==> config.mk <==
export PLATFORM = sky130hd
export DESIGN_NAME = fbpa_ctrl
export DESIGN_NICKNAME = d
export VERILOG_FILES = /design/src/design/fixed_block_pool_allocator_assert.svh /design/src/design/fbpa_pkg.sv /design/src/design/fbpa_ctrl.sv
export SDC_FILE = /design/constraint.sdc
export NUM_CORES = 1
export LEC_CHECK = 0
export BUFFER_PORTS_ARGS = -buffer_cell sky130_fd_sc_hd__buf_4
export CAP_MARGIN = 10
export CORE_AREA = 2 2 39 41
export DETAILED_ROUTE_END_ITERATION = 10
export DIE_AREA = 0 0 41 43
export PLACE_DENSITY = 0.69
export SLEW_MARGIN = 15
export SYNTH_ARGS = -nofsm -noshare
export SYNTH_HDL_FRONTEND = slang
export SYNTH_SLANG_ARGS = --single-unit
==> constraint.sdc <==
create_clock -name clk -period 2.8 [get_ports clk]
set_clock_uncertainty 0.15 [all_clocks]
set_input_delay 0.42 -clock clk [delete_from_list [all_inputs] [get_ports clk]]
set_output_delay 0.42 -clock clk [all_outputs]
set_load 0.02 [all_outputs]
==> src/design/fixed_block_pool_allocator_assert.svh <==
// ============================================================================
// Fixed block pool allocator assertion macros
// Concurrent assertion wrappers that compile away when SYNTHESIS is defined.
// ============================================================================
`ifndef FIXED_BLOCK_POOL_ALLOCATOR_ASSERT_SVH
`define FIXED_BLOCK_POOL_ALLOCATOR_ASSERT_SVH
`ifndef SYNTHESIS
`define FBPA_ASSERT_SAME(label, ante, cons, msg) \
    label: assert property (@(posedge clk) disable iff (!rst_n) (ante) |-> (cons)) \
        else $error(msg);
`define FBPA_ASSERT_NEXT(label, ante, cons, msg) \
    label: assert property (@(posedge clk) disable iff (!rst_n) (ante) |=> (cons)) \
        else $error(msg);
`else
`define FBPA_ASSERT_SAME(label, ante, cons, msg)
`define FBPA_ASSERT_NEXT(label, ante, cons, msg)
`endif
`endif

==> src/design/fbpa_pkg.sv <==
// ============================================================================
// Fixed block pool allocator package
// Shared constants, codes and transaction types of the allocator.
// ============================================================================
`default_nettype none

package fbpa_pkg;

    localparam int NUM_BLOCKS      = 1024;
    localparam int ADDR_W          = 32;
    localparam int STRIDE_W        = 17;
    localparam int CNT_W           = 11;
    localparam int CFG_IDX_W       = 2;
    localparam int IDX_W           = $clog2(NUM_BLOCKS);
    localparam int PROD_W          = STRIDE_W + CNT_W;
    localparam int END_W           = ADDR_W + 1;
    localparam int ALIGN_BITS      = 3;
    localparam int MIN_BLOCK_BYTES = 1 << ALIGN_BITS;
    localparam int DVS_W           = STRIDE_W + IDX_W - 1;
    localparam int DIV_STEP_W      = $clog2(IDX_W + 1);

    localparam logic [CNT_W-1:0] LINK_NULL = CNT_W'(NUM_BLOCKS);
    localparam logic [END_W-1:0] END_LIMIT = END_W'(1) << ADDR_W;

    typedef enum logic [1:0] {
        OP_ALLOC = 2'd0,
        OP_FREE  = 2'd1,
        OP_INIT  = 2'd2,
        OP_NOP   = 2'd3
    } fbpa_op_e;

    typedef enum logic [2:0] {
        STATUS_OK     = 3'd0,
        STATUS_EMPTY  = 3'd1,
        STATUS_RANGE  = 3'd2,
        STATUS_ALIGN  = 3'd3,
        STATUS_FULL   = 3'd4,
        STATUS_CONFIG = 3'd5
    } fbpa_status_e;

    typedef enum logic [CFG_IDX_W-1:0] {
        REG_BASE_ADDRESS = 2'd0,
        REG_BLOCK_BYTES  = 2'd1,
        REG_BLOCK_COUNT  = 2'd2
    } fbpa_reg_e;

    typedef enum logic [2:0] {
        S_IDLE,
        S_DECODE,
        S_INIT_CHK,
        S_INIT_WALK,
        S_FREE_DIV,
        S_FINISH
    } fbpa_state_e;

    typedef struct packed {
        fbpa_op_e           command;
        logic [ADDR_W-1:0]  free_address;
    } fbpa_req_t;

    typedef struct packed {
        fbpa_status_e       status;
        logic [ADDR_W-1:0]  block_address;
        logic [CNT_W-1:0]   available_count;
    } fbpa_rsp_t;

    typedef struct packed {
        logic         capture;
        logic         mem_rd;
        logic         mul_en;
        logic         mul_cfg;
        logic         div_start;
        logic         walk_clr;
        logic         walk_step;
        logic         set_status;
        fbpa_status_e status_code;
        logic         commit;
    } fbpa_cmd_t;

    typedef struct packed {
        fbpa_op_e op;
        logic     pool_ready;
        logic     head_null;
        logic     out_of_range;
        logic     cfg_bad;
        logic     walk_last;
        logic     div_done;
        logic     misaligned;
        logic     pool_full;
        logic     out_free;
    } fbpa_stat_t;

endpackage

`default_nettype wire

==> src/design/fbpa_ctrl.sv <==
// ============================================================================
// Fixed block pool allocator controller
// State machine that sequences each command through the datapath.
// ============================================================================
`default_nettype none

module fbpa_ctrl (
    input  logic                 clk,
    input  logic                 rst_n,
    input  logic                 req_valid,
    output logic                 req_ready,
    input  fbpa_pkg::fbpa_stat_t stat,
    output fbpa_pkg::fbpa_cmd_t  cmd
);
    import fbpa_pkg::*;

    fbpa_state_e state_reg, state_next;

    always_ff @(posedge clk or negedge rst_n)
    begin
        if (!rst_n)
        begin
            state_reg <= S_IDLE;
        end
        else
        begin
            state_reg <= state_next;
        end
    end

    always_comb
    begin
        state_next = state_reg;
        case (state_reg)
            S_IDLE:
            begin
                if (req_valid)
                begin
                    state_next = S_DECODE;
                end
            end
            S_DECODE:
            begin
                case (stat.op)
                    OP_FREE:
                    begin
                        if (stat.pool_ready && !stat.out_of_range)
                        begin
                            state_next = S_FREE_DIV;
                        end
                        else
                        begin
                            state_next = S_FINISH;
                        end
                    end
                    OP_INIT: state_next = S_INIT_CHK;
                    default: state_next = S_FINISH;
                endcase
            end
            S_INIT_CHK:
            begin
                state_next = stat.cfg_bad ? S_FINISH : S_INIT_WALK;
            end
            S_INIT_WALK:
            begin
                if (stat.walk_last)
                begin
                    state_next = S_FINISH;
                end
            end
            S_FREE_DIV:
            begin
                if (stat.div_done)
                begin
                    state_next = S_FINISH;
                end
            end
            S_FINISH:
            begin
                if (stat.out_free)
                begin
                    state_next = S_IDLE;
                end
            end
            default: state_next = S_IDLE;
        endcase
    end

    always_comb
    begin
        cmd             = '0;
        cmd.status_code = STATUS_OK;
        req_ready       = state_reg == S_IDLE;
        cmd.capture     = req_valid && (state_reg == S_IDLE);
        case (state_reg)
            S_DECODE:
            begin
                cmd.set_status = 1'b1;
                case (stat.op)
                    OP_ALLOC:
                    begin
                        cmd.mem_rd = 1'b1;
                        cmd.mul_en = 1'b1;
                        if (!stat.pool_ready || stat.head_null)
                        begin
                            cmd.status_code = STATUS_EMPTY;
                        end
                    end
                    OP_FREE:
                    begin
                        if (!stat.pool_ready)
                        begin
                            cmd.status_code = STATUS_EMPTY;
                        end
                        else if (stat.out_of_range)
                        begin
                            cmd.status_code = STATUS_RANGE;
                        end
                        else
                        begin
                            cmd.div_start = 1'b1;
                        end
                    end
                    OP_INIT:
                    begin
                        cmd.mul_en  = 1'b1;
                        cmd.mul_cfg = 1'b1;
                    end
                    default: ;
                endcase
            end
            S_INIT_CHK:
            begin
                if (stat.cfg_bad)
                begin
                    cmd.set_status  = 1'b1;
                    cmd.status_code = STATUS_CONFIG;
                end
                else
                begin
                    cmd.walk_clr = 1'b1;
                end
            end
            S_INIT_WALK:
            begin
                cmd.walk_step = 1'b1;
            end
            S_FREE_DIV:
            begin
                if (stat.div_done)
                begin
                    cmd.set_status = 1'b1;
                    if (stat.misaligned)
                    begin
                        cmd.status_code = STATUS_ALIGN;
                    end
                    else if (stat.pool_full)
                    begin
                        cmd.status_code = STATUS_FULL;
                    end
                end
            end
            S_FINISH:
            begin
                cmd.commit = stat.out_free;
            end
            default: ;
        endcase
    end

endmodule

`default_nettype wire

Yosys cells after proc, flatten, opt, wreduce, memory -nomap -nowiden
Cells that the tools add are included.
{"block": "totals", "romBits": 0, "n_memories": 0, "word_cells": 49, "ram_bits": 0, "regBits": 3, "in_bits": 14, "output_inout_bits": 13, "latch_bits": 0}
{"block": "op_classes", "shifts": 0, "n_eq_ne": 11, "mux": 28, "n_bitwise": 0, "div_mod_pow": 0, "reduce_logical": 9, "addsub": 0, "mul": 0, "magnitude_cmp": 0}
{"cell": "3-bit 2-to-1 mux", "count": 7}
{"cell": "3-bit one-hot mux with 6 select lines", "count": 1}
{"cell": "1-bit 2-to-1 mux", "count": 12}
{"cell": "4-bit 2-to-1 mux", "count": 3}
{"cell": "4-bit one-hot mux with 3 select lines", "count": 1}
{"cell": "2-bit inequality test (second input constant)", "count": 4}
{"cell": "3-bit by 2-bit equality test with 1-bit output (second input constant)", "count": 2}
{"cell": "3-bit equality test (second input constant)", "count": 2}
{"cell": "3-bit one-hot mux with 2 select lines", "count": 1}
{"cell": "2-bit 2-to-1 mux", "count": 2}
{"cell": "2-bit one-hot mux with 2 select lines", "count": 1}
{"cell": "4-bit AND reduction", "count": 1}
{"cell": "3-bit by 1-bit equality test with 1-bit output (second input constant)", "count": 1}
{"cell": "3-bit zero test", "count": 1}
{"cell": "2-bit by 1-bit equality test with 1-bit output (second input constant)", "count": 1}
{"cell": "2-bit equality test (second input constant)", "count": 1}
{"cell": "1-bit logical AND", "count": 2}
{"cell": "1-bit zero test", "count": 2}
{"cell": "2-bit zero test", "count": 1}
{"cell": "2-bit OR reduction", "count": 1}
{"cell": "1-bit logical OR", "count": 1}

Longest topological paths before layout
Gate-level depths: netlist (run 1).
{"block": "depth", "word_depth": 5, "ltp_mapped": 5, "ltp_nobuf": 4}

Worst setup path after synthesis (run 1)
No wires, ideal clock.
{"block": "synth_timing", "path_kind": "register -> output", "start": "reg state_reg[1]", "end": "out cmd[8] (netlist bit)", "required_ns": 2.230, "path_buffers": 1, "path_slack_ns": 0.714, "arrival_ns": 1.516, "stages_incl_launch_ff": 5, "cell_sequence": "dfrtp_1 buf_2 nand2b_1 nor3_1 and2_1"}
{"element": "start: declaration", "line": "fbpa_ctrl.sv:17", "source": "fbpa_state_e state_reg, state_next;"}
{"element": "start signal: assignment", "line": "fbpa_ctrl.sv:27", "source": "state_reg <= state_next;"}
{"element": "end: declaration", "line": "fbpa_ctrl.sv:13", "source": "output fbpa_pkg::fbpa_cmd_t cmd"}

==> flow_summary.yaml, run 1 <==
status:
  status: "finished, final reports clean"
floorplanning:
  ioPinCount: 27
  die_area_um2: 1760
  dieHeight_um: 43
  die_w_um: 41
  row_count: 14
  coreArea_um2: 1380
  start_util_pct: 28.2
critical_path:
  setup.worst_path.start: "state_reg[0]"
  arrival_ns: 1.54
  timing.rr.start: "state_reg[2]"
  rr_worst_depth: 4
  cp_slowest_stage_delay_ns: 0.58
  critical-path-slowest-cell: "dfrtp_1"
  path_cells: "nand2b_1 > nor3_1 > nor3b_1 > buf_4"
  path_class: "reg2out"
  worstSetupStartpointType: "flip-flop"
  cp-end-kind: "primary output"
  crit_end: "cmd[7]"
  crit-reg2reg-capture: "state_reg[0]"
  regToRegSetupSlack_ns: 1.01
  cp_data_required_time_ns: 2.23
  critPathMaxFanout: 14
final_layout:
  finalNetCount: 97
  design_area_um2: 627
  diodes: 0
  mostFrequentLayoutCells: "26 x buf_4, 6 x nor3_1, 4 x nand2_1, 4 x inv_1"
  final_common_cell: "buf_4"
  fin_cells: 98
  area_growth_pct: 60.6
  largest_reg_flops: 3
  drive_gt1_share_pct: 37.8
timing:
  slew_viol_final: 0
  hold_ws_ns: 0.365
  setup_viol: 0
  max_freq_mhz: 473
  rsz0062_at_grt: "false"
  worstMarginPinSlew_ns: 0.416
  finalHoldViolations: 0
  finalCriticalPeriod_ns: 2.11
  fin_setup_tns_ns: 0
  post-route-period-util_pct: 75.5
  setup_slack_ns: 0.687
  slew_headroom_pct: 72.2
global_route:
  grt_use_met2_pct: 20.9
  grt_most_used_layer: "met2"
  grt-ovfl-total: 0
  grtUsageMet1_pct: 16.0
  grtUsageTotal_pct: 13.0
  grt_max_degree: 18
  use_met3_pct: 2.09
  grt_antenna_before_repair: 0
  grt_pass1_wl_mm: 1.60
  grt_pass1_vias: 397
detailed_routing:
  vias: 480
  first_pass_iters: 3
  wire_per_inst_um: 10.4
  drcViolationCount: 0
  routed_wirelength_mm: 1.02
  drt_iter0_markers: 3
  via_per_inst: 4.90
  ant_nets: 0
cts:
  clock_sinks: 3
  clock_path_buffers: 2
  numCtsBuffers: 3
  htree_levels: 1
  cts_tree: "built"
  path_clk_slew_ns: 0.04
  insertion_delay_ns: 0.23
  root_buffer: "clkbuf_4"
power_and_ir_drop:
  p_per_area_nw_per_um2: 886
  leakagePower_nw: 0.309
  ir_drop_mv: 0.404
placement:
  port_buffers: 26
  dp.cells: 93
  gp_congestion: 0.837
  hpwlAfterDp_um: 843
  place_ws_ns: 0.889
  placed_cell_area_um2: 591
logic_synthesis:
  seq_area_frac_synth_pct: 19.2
  synth.net_count: 68
  netlist_area_um2: 390
  synth_top_area_share_pct: 19.2
  synth_cells: 54
  synth_top_area_cell: "dfrtp_1"
  yosys-top-cells-area: "dfrtp_1 19%, nor3_1 7.7%, mux2_1 5.8%, and2_1 4.8%, nand2b_1 4.8%"
  avgSynthCellArea_um2: 7.23
  ys_ff_latch: 3
  ys_warn_count: 0
  synthDistinctLibCells: 27
flow_run:
  maxCapViolations: 0
hold_path:
  hp-class: "in2async"
==> cells in the mapped netlist <==
library cell / number
a21o_1: 1
a21oi_1: 3
a31oi_1: 2
and2_1: 3
and2b_4: 1
and3_1: 1
and3b_1: 1
buf_2: 3
dfrtp_1: 3
inv_1: 4
mux2_1: 2
mux2i_1: 1
nand2_1: 4
nand2b_1: 3
nand3b_1: 1
nand4_1: 1
nor2_1: 1
nor2b_1: 3
nor3_1: 6
nor3b_1: 1
nor4_1: 2
o21ai_0: 2
o21ai_1: 1
o221ai_2: 1
o22ai_1: 1
o311ai_0: 1
o32ai_1: 1
==> routing by layer <==
| layer | part of all wire [%] | wire (um) | vias up |
|---|---|---|---|
| li1 | - | - | 257 |
| met5 | 0 | 0 | - |
| met3 | 6.2 | 63 | 0 |
| met1 | 44 | 448 | 211 |
| met4 | 0 | 0 | 0 |
| met2 | 50 | 510 | 12 |
==> through the flow <==
stage	power, mW	util [%]
2_1_floorplan	0.362	-
3_3_place_gp	0.479	42.7
3_5_place_dp	0.484	42.7
4_1_cts	0.561	45.3
5_1_grt	0.601	45.3
6_report	0.555	45.3
==> critical path, delay by kind of cell, from the launching register on <==
family,cells,cell delay [ns]
AND/OR/NAND/NOR,3,0.56
buffers and inverters,1,0.17
flip-flops,1,0.58
==> layout make-up <==
cell class,count,area [um^2]
Clock buffer,4,26.3
Inverter,4,15.0
Sequential cell,3,75.1
Timing Repair Buffer,27,205
Multi-Input combinational cell,44,285
Tap cell,16,20.0
Fill cell,129,757
==> worst min path at each step <==
| stage | startpoint | end | slack [ns] | depth (start not counted) |
|---|---|---|---|---|
| final | rst_n | state_reg[2] | 0.36 | 2 |
| after global placement | rst_n | state_reg[0] | 0.06 | 1 |
| after global routing | rst_n | state_reg[2] | 0.38 | 2 |
| after floorplan | rst_n | state_reg[0] | -0.03 | 0 |
| after detailed placement | rst_n | state_reg[2] | 0.06 | 1 |
| after CTS | rst_n | state_reg[2] | 0.35 | 2 |
==> report_power, final <==
group	switching, mW	leakage, nW	total (mW)	internal (mW)
clock	0.0206	0.0150	0.0739	0.0533
sequential	0.0625	0.0364	0.125	0.0624
combinational	0.180	0.257	0.356	0.176
==> kinds of logic (layout without fill, tap and decap cells) <==
family          after synthesis  after routing  share of synthesized area [%]
compound gates               13             13                           22.8
mux                           3              3                           8.33
flops                         3              3                           19.2
simple gates                 28             28                           42.0
buf+inv                       7             35                           7.69
==> what timing repair did <==
item,CTS,global route
buffers inserted,0,0
hold endpoints to repair,3,0
hold buffers,1,0
endpoints found under the setup margin,0,0
resized for setup,0,0
Note: power is estimated with default switching activity, not from simulation.
==> run 2: changes to the inputs <==
--- a/config.mk
+++ b/config.mk
@@ -10,7 +10,7 @@
 export CORE_AREA = 2 2 39 41
 export DETAILED_ROUTE_END_ITERATION = 10
 export DIE_AREA = 0 0 41 43
-export PLACE_DENSITY = 0.69
+export PLACE_DENSITY = 0.71
 export SLEW_MARGIN = 15
 export SYNTH_ARGS = -nofsm -noshare
 export SYNTH_HDL_FRONTEND = slang
==> constraint.sdc (replaced) <==
create_clock -name clk -period 1.71 [get_ports clk]
set_clock_uncertainty 0.15 [all_clocks]
set_input_delay 0.2565 -clock clk [delete_from_list [all_inputs] [get_ports clk]]
set_output_delay 0.2565 -clock clk [all_outputs]
set_load 0.02 [all_outputs]
==> flow_summary.yaml, run 2 (synthesis gave the netlist of run 1 again) <==
critical_path:
  arrival_ns: 1.38
  cp_slowest_stage_delay_ns: 0.39
  worstSetupStartpointType: "flip-flop"
  critical-path-slowest-cell: "dfrtp_1"
  cp-end-kind: "primary output"
  cp_data_required_time_ns: 1.30
  critPathMaxFanout: 6
  path_cells: "buf_6 > and3b_1 > nand2_1 > a31oi_1 > buf_4"
  path_class: "reg2out"
global_route:
  grt_pass1_vias: 577
  grt_antenna_before_repair: 0
  grtUsageTotal_pct: 17.6
  grt-ovfl-total: 0
  grt_max_degree: 10
  grt_pass1_wl_mm: 2.19
status:
  violations: "setup timing"
  status: "complete, but fails checks"
detailed_routing:
  drcViolationCount: 0
  routed_wirelength_mm: 1.49
  wirelength_met1_um: 566
  wire_per_inst_um: 13.1
  top_layer_used: "met3"
  wl_met3_um: 71
  wl_met2_um: 853
  via_per_inst: 5.08
  ant_nets: 0
  first_pass_iters: 4
  drt_iter0_markers: 5
  vias: 579
placement:
  gp_congestion: 0.728
  placed_cell_area_um2: 643
  port_buffers: 26
  hpwlAfterDp_um: 948
  dp.cells: 98
power_and_ir_drop:
  leakagePower_nw: 0.426
  internal-power_mw: 0.837
  p_sw_share_pct: 42.5
  pwr-share-comb_pct: 81.1
  p_per_area_nw_per_um2: 1680
  switchingPower_mw: 0.618
  p_seq_share_pct: 10.7
  ir_drop_mv: 0.759
  finalPower_mw: 1.45
  clock_power_share_pct: 8.2
cts:
  clock_path_buffers: 2
  htree_levels: 1
  insertion_delay_ns: 0.23
  numCtsBuffers: 3
  cts_tree: "built"
  path_clk_slew_ns: 0.04
  root_buffer: "clkbuf_4"
  clock_sinks: 3
floorplanning:
  coreArea_um2: 1380
  die_w_um: 41
  die_area_um2: 1760
  start_util_pct: 28.2
  dieHeight_um: 43
  row_count: 14
  ioPinCount: 27
final_layout:
  largest_reg_flops: 3
  finalNetCount: 113
  area_growth_pct: 122
  fin_cells: 114
  design_area_um2: 867
  final_common_cell: "buf_4"
  mostFrequentLayoutCells: "35 x buf_4, 7 x buf_6, 3 x nor3_2, 3 x inv_1, 3 x clkbuf_4"
  drive_gt1_share_pct: 69.4
  diodes: 0
timing:
  rsz0062_at_grt: "true"
  slew_viol_final: 0
  finalCriticalPeriod_ns: 1.79
  slew_headroom_pct: 80.6
  post-route-period-util_pct: 105
  setup_slack_ns: -0.0780
  finalHoldViolations: 0
  setup_viol: 9
  max_freq_mhz: 559
  worstMarginPinSlew_ns: 0.287
hold_path:
  hp-class: "in2async"
flow_run:
  maxCapViolations: 0
-- run 2: cell types whose count changed in the layout (fill, tap and decap cells not counted), moves of 3 or more --
cell    delta
buf_4      +9
buf_6      +7
nor3_1     -4
nor3_2     +3
-- run 2: per-stage QoR --
stage | setup TNS, ns | hold slack, ns | setup WS, ns | utilization (%)
3_5_place_dp | 0 | -0.103 | 0.00351 | 46.5
4_1_cts | -0.145 | 0.188 | -0.0660 | 57.7
2_1_floorplan | -0.0286 | -0.189 | -0.0207 | -
6_report | -0.351 | 0.201 | -0.0780 | 62.7
3_3_place_gp | 0 | -0.105 | 0.0438 | 46.5
5_1_grt | -0.983 | 0.201 | -0.153 | 62.7
-- run 2: cell type report --
type	count	area, um^2
tap	16	20.0
inverter	4	15.0
clock buffer	4	26.3
multi-input combinational	44	377
sequential	3	77.6
timing repair buffer	43	352
fill	128	517
-- run 2: worst paths after layout --
path,from,to,slack (ns),depth (start not counted)
min,rst_n,state_reg[1],0.20,2
max,state_reg[2],cmd[1],-0.08,5
max in group asynchronous,rst_n,state_reg[0],1.10,2
min reg2reg,state_reg[2],state_reg[2],0.61,2
max reg2reg,state_reg[0],state_reg[0],-0.04,5
min in group clk,stat[4],state_reg[1],0.25,3
-- run 2: timing repair --
action	in CTS	in global routing
setup endpoints to repair	10	13
hold buffers	1	0
endpoints found under the hold margin	3	0
setup buffers	7	4
resized for setup	19	14
cloned	0	0
pin swaps	8	6
-- run 2: metal layers --
| layer | up-vias | track usage [%] |
|---|---|---|
| met3 | 0 | 1.57 |
| met1 | 272 | 19.2 |
| met5 | - | 0 |
| li1 | 290 | - |
| met4 | 0 | 8.00 |
| met2 | 17 | 31.6 |
-- run 2: critical path, delay by kind of cell (launching register included) --
family          cells  cell delay (ns)
compound gates      1             0.19
flops               1             0.39
simple gates        2             0.26
buf+inv             2             0.32
-- run 2: power by group through the flow --
stage / Sequential (mW) / Combinational [mW] / Clock, mW
finish: 0.156 / 1.18 / 0.120
global route: 0.157 / 1.26 / 0.139
CTS: 0.167 / 0.973 / 0.131
detailed placement: 0.164 / 0.741 / 0
global placement: 0.162 / 0.724 / 0
floorplan: 0.133 / 0.475 / 0
